### src/hdl/gdmq_ram.sv
// ----------------------------------------------------------------------------
// gdmq_ram
// generic single write port ram with one registered read port
// ----------------------------------------------------------------------------
module gdmq_ram #(
  parameter int unsigned WIDTH = 8,
  parameter int unsigned DEPTH = 256
) (
  input  logic                     clk_i,
  input  logic                     we_i,
  input  logic [$clog2(DEPTH)-1:0] waddr_i,
  input  logic [WIDTH-1:0]         wdata_i,
  input  logic [$clog2(DEPTH)-1:0] raddr_i,
  output logic [WIDTH-1:0]         rdata_o
);

  logic [WIDTH-1:0] mem_q [DEPTH];
  logic [WIDTH-1:0] rdata_q;

  always_ff @(posedge clk_i) begin
    if (we_i) begin
      mem_q[waddr_i] <= wdata_i;
    end
    rdata_q <= mem_q[raddr_i];
  end

  assign rdata_o = rdata_q;

endmodule

### config.mk
export PLATFORM = sky130hd
export DESIGN_NAME = gdmq_ram
export DESIGN_NICKNAME = d
export VERILOG_FILES = /design/src/hdl/gdmq_ram.sv
export SDC_FILE = /design/constraint.sdc
export NUM_CORES = 2
export LEC_CHECK = 0
export CAP_MARGIN = 10
export CORE_MARGIN = 5
export CORE_UTILIZATION = 45
export DETAILED_ROUTE_END_ITERATION = 8
export DONT_BUFFER_PORTS = 1
export PLACE_DENSITY = 0.61
export SETUP_SLACK_MARGIN = 0.02
export SLEW_MARGIN = 30
export SYNTH_ARGS = -nofsm -noshare
export SYNTH_HDL_FRONTEND = slang
export SYNTH_SLANG_ARGS = --single-unit
export TNS_END_PERCENT = 100
### constraint.sdc
create_clock -name clk_i -period 2 [get_ports clk_i]
set_input_delay 0.2 -clock clk_i [delete_from_list [all_inputs] [get_ports clk_i]]
set_output_delay 0.2 -clock clk_i [all_outputs]
set_load 0.02 [all_outputs]
==> run_results.csv <==
group,metric,value,unit
run_status,outcome,"finished, violations left",
run_status,violations,"negative hold slack, negative setup slack",
final_layout,drive_above_1_share,0.297,
global_routing,grt_max_degree,579,
synth,ys_top_cells_by_area,"edfxtp_1, mux4_2, mux2i_1",
synth,synth-simple-area-share,0.0263,
critical_path,r2r_setup_slack,-0.26,ns
critical_path,crit-reg2reg-launch,"mem_q[83][5]$_DFFE_PP_",
global_routing,grt_pass1_wl,287,mm
job,drv_cap,0,
placement,io_buffers,0,
placement,gp_congestion,0.801,
min_path,min_delay_path_depth,0,
timing,maxSlewHeadroom,0.233,
power_and_ir_drop,power,87.3,mW
placement,dp_slack,-0.832,ns
cts,cts_tree,"done",
critical_path,worst_setup_path_end_kind,"flop",
synth,synth-edff-count,2048,
cts,cts_buffers,203,
route,drt_iter0_drc,4447,
synth,synth_compound_area_frac,0.0342,
critical_path,worstSetupStartpointType,"flop",
floorplanning,fp.dieH,430,microns
route,drtPass1Iterations,7,
synth,synthAdderAreaFrac,0,
final_layout,final_cell_area,92300,sq um
cts,clk_pin_slew,0.06,ns
route,wl_met3,13.6,mm
synth,synth_seq_area_share,0.775,
cts,holdBufCountCts,17,
synth,synthFlopType,"edfxtp_1",
final_layout,layout_common_cells,"edfxtp_1, buf_4, mux4_2",
cts,cts_root_buffer,"clkbuf_16",
critical_path,crit_fanout,1,
synth,syn_nets,3759,
min_path,min-delay-start,"wdata_i[7]",
route,wl,199,mm
cts,cts_htree_levels,4,
synth,yosys.area.top_type,"edfxtp_1",
timing,rsz0062_at_grt,"true",
critical_path,r2r-end,"rdata_o[5]$_DFF_P_",
route,vias,39700,
global_routing,grt-ovfl-total,0,
synth,synth_xor_area_frac,0,
cts,cts_max_path_buffers,3,
route,wl_met1,82.5,mm
critical_path,crit_family,"compound AO/OA/AOI/OAI gates",
route,dr.max_layer_used,"met4",
timing,slew_violations,0,
timing,worst_pin_slew,1.15,ns
route,met2WireLength,98.5,mm
critical_path,cp_slowest_cell,"mux4_2",
floorplanning,core-area,176000,sq um
final_layout,nNetsFinal,4272,
synth,synth_warnings,0,
floorplanning,ios,34,
floorplanning,die_area,185000,sq um
timing,fin_ws,-0.264,ns
power_and_ir_drop,vdd_drop_max,773,uV
synth,syn-instance-count,3733,
critical_path,path_cells,"mux4_2 > a22o_1 > a221oi_2 > buf_4 > o32ai_1 > nor3_1 > buf_4 > nor4_1",
critical_path,crit_arrival,2.98,ns
floorplanning,die-width,430,microns
global_routing,antenna_found_initial,6,
synth,synth-seq-cells,2056,
synth,syn_area,79600,sq um
synth,synth_top_family_by_area,"multiplexers",
global_routing,first_global_vias,40100,
critical_path,crit_top_cell,"buf_4",
critical_path,crit_buf_inv,2,
floorplanning,num_rows,154,
timing,setup_viol,8,
cts,clkLatencyLatePin,0.86,ns
route,viasPerCell,5.88,
route,ant_nets,0,
final_layout,syn_to_final_growth,16.1,%
timing,hold_violations,1755,
min_path,hold_path.class,"input pin to flop",
timing,period_share,1.13,
power_and_ir_drop,p_leak,29.4,nW
synth,async_flop_share,0,
synth,yosys-mux-area-fraction,0.146,
floorplanning,initial_core_util,0.452,
route,drc,0,
min_path,holdPathEnd,"mem_q[83][7]$_DFFE_PP_",
final_layout,final_common_cell,"edfxtp_1",
synth,synth_top_cell_area_share,0.773,
timing,hold_slack,-0.544,ns
placement,place_hpwl,110,mm
critical_path,path_class,"flop to flop",
timing,clock-skew-final,0.0557,ns
timing,period_needed,2.26,ns
critical_path,worstRegToRegCells,8,
critical_path,crit_path_max_incr_delay,0.48,ns
placement,placed_cell_area,85300,sq um
synth,avgSynthCellArea,21.3,sq um
route,wire_per_inst,29.5,microns
global_routing,track_usage,0.212,
critical_path,required,2.71,ns
cts,clock_sinks,2056,
power_and_ir_drop,powerDensity,946,nW/um^2
timing,clock.fmax,442,MHz
synth,ys_types,55,
logic make-up after synthesis:
| group | after synthesis |
|---|---|
| multiplexers | 591 |
| flip-flops | 2056 |
| AND/OR/NAND/NOR | 466 |
| AO/OA/AOI/OAI | 385 |
| buffers and inverters | 235 |
Yosys cell counts, drive strengths merged (12+ instances only):
| cell | number |
|---|---|
| edfxtp | 2048 |
| mux4 | 456 |
| nor2 | 282 |
| mux2i | 134 |
| a22oi | 133 |
| buf | 122 |
| clkbuf | 111 |
| a21oi | 96 |
| o221ai | 47 |
| nand3 | 34 |
| nand2 | 33 |
| nor2b | 31 |
| o22ai | 28 |
| nor4 | 27 |
| nor3 | 22 |
| a211oi | 16 |
| a221oi | 14 |
| o21ai | 12 |
flip-flops by register name, indices dropped and copies added, names as in the netlist:
| register | flops |
|---|---|
| mem_q | 2048 |
| rdata_o | 8 |
worst reg2reg max path: stages, from the launching register on:
cell	delay, ns
edfxtp_1	0.36
mux4_2	0.48
a22o_1	0.26
a221oi_2	0.22
buf_4	0.18
o32ai_1	0.10
nor3_1	0.29
buf_4	0.19
nor4_1	0.05
metal layers:
metal / up-vias / GRT usage
met5: - / 0
met4: 0 / 0.0547
met1: 21200 / 0.302
li1: 16700 / -
met2: 1534 / 0.346
met3: 292 / 0.0325
worst max-delay path by stage:
stage                                 startpoint            endpoint  slack [ns]  cells after the start
after CTS                 mem_q[80][6]$_DFFE_PP_  rdata_o[6]$_DFF_P_       -0.26                      7
after global placement                raddr_i[0]  rdata_o[1]$_DFF_P_       -1.71                      5
final                     mem_q[83][5]$_DFFE_PP_  rdata_o[5]$_DFF_P_       -0.26                      8
after detailed placement              raddr_i[0]  rdata_o[0]$_DFF_P_       -0.83                      7
after floorplan                       raddr_i[0]  rdata_o[0]$_DFF_P_       -0.02                      9
after global routing      mem_q[83][6]$_DFFE_PP_  rdata_o[6]$_DFF_P_       -0.34                      7
stage by stage:
step,util,instances,TNS [ns],hold WS (ns)
floorplan,-,3733,-6.47,0.299
global placement,0.484,6348,-8.29,0.323
detailed placement,0.485,6352,-5.86,0.322
CTS,0.523,6738,-3.66,-0.598
global route,0.525,6754,-2.16,-0.591
finish,0.525,6755,-1.68,-0.544
power breakdown:
part           total (mW)  internal, mW  switching, mW
logic                3.50          1.70           1.80
clock network        36.2          19.9           16.2
registers            47.7          47.5          0.169
cell type report:
| cell class | count | area (sq um) |
|---|---|---|
| inverter | 2 | 7.51 |
| clock inverter | 112 | 1000 |
| timing repair buffer | 541 | 4600 |
| antenna | 5 | 12.5 |
| fill | 13600 | 83600 |
| clock buffer | 257 | 5300 |
| sequential | 2056 | 61700 |
| tap | 2340 | 2930 |
| multi-input combinational | 1442 | 16800 |
timing repair:
item,4_1_cts,5_1_grt
gates resized for setup,38,12
pin swaps,13,4
hold endpoints to repair,2401,2050
gates cloned,0,6
buffers inserted,0,0
endpoints found under the setup margin,8,21
(Power assumes the default switching activity.)
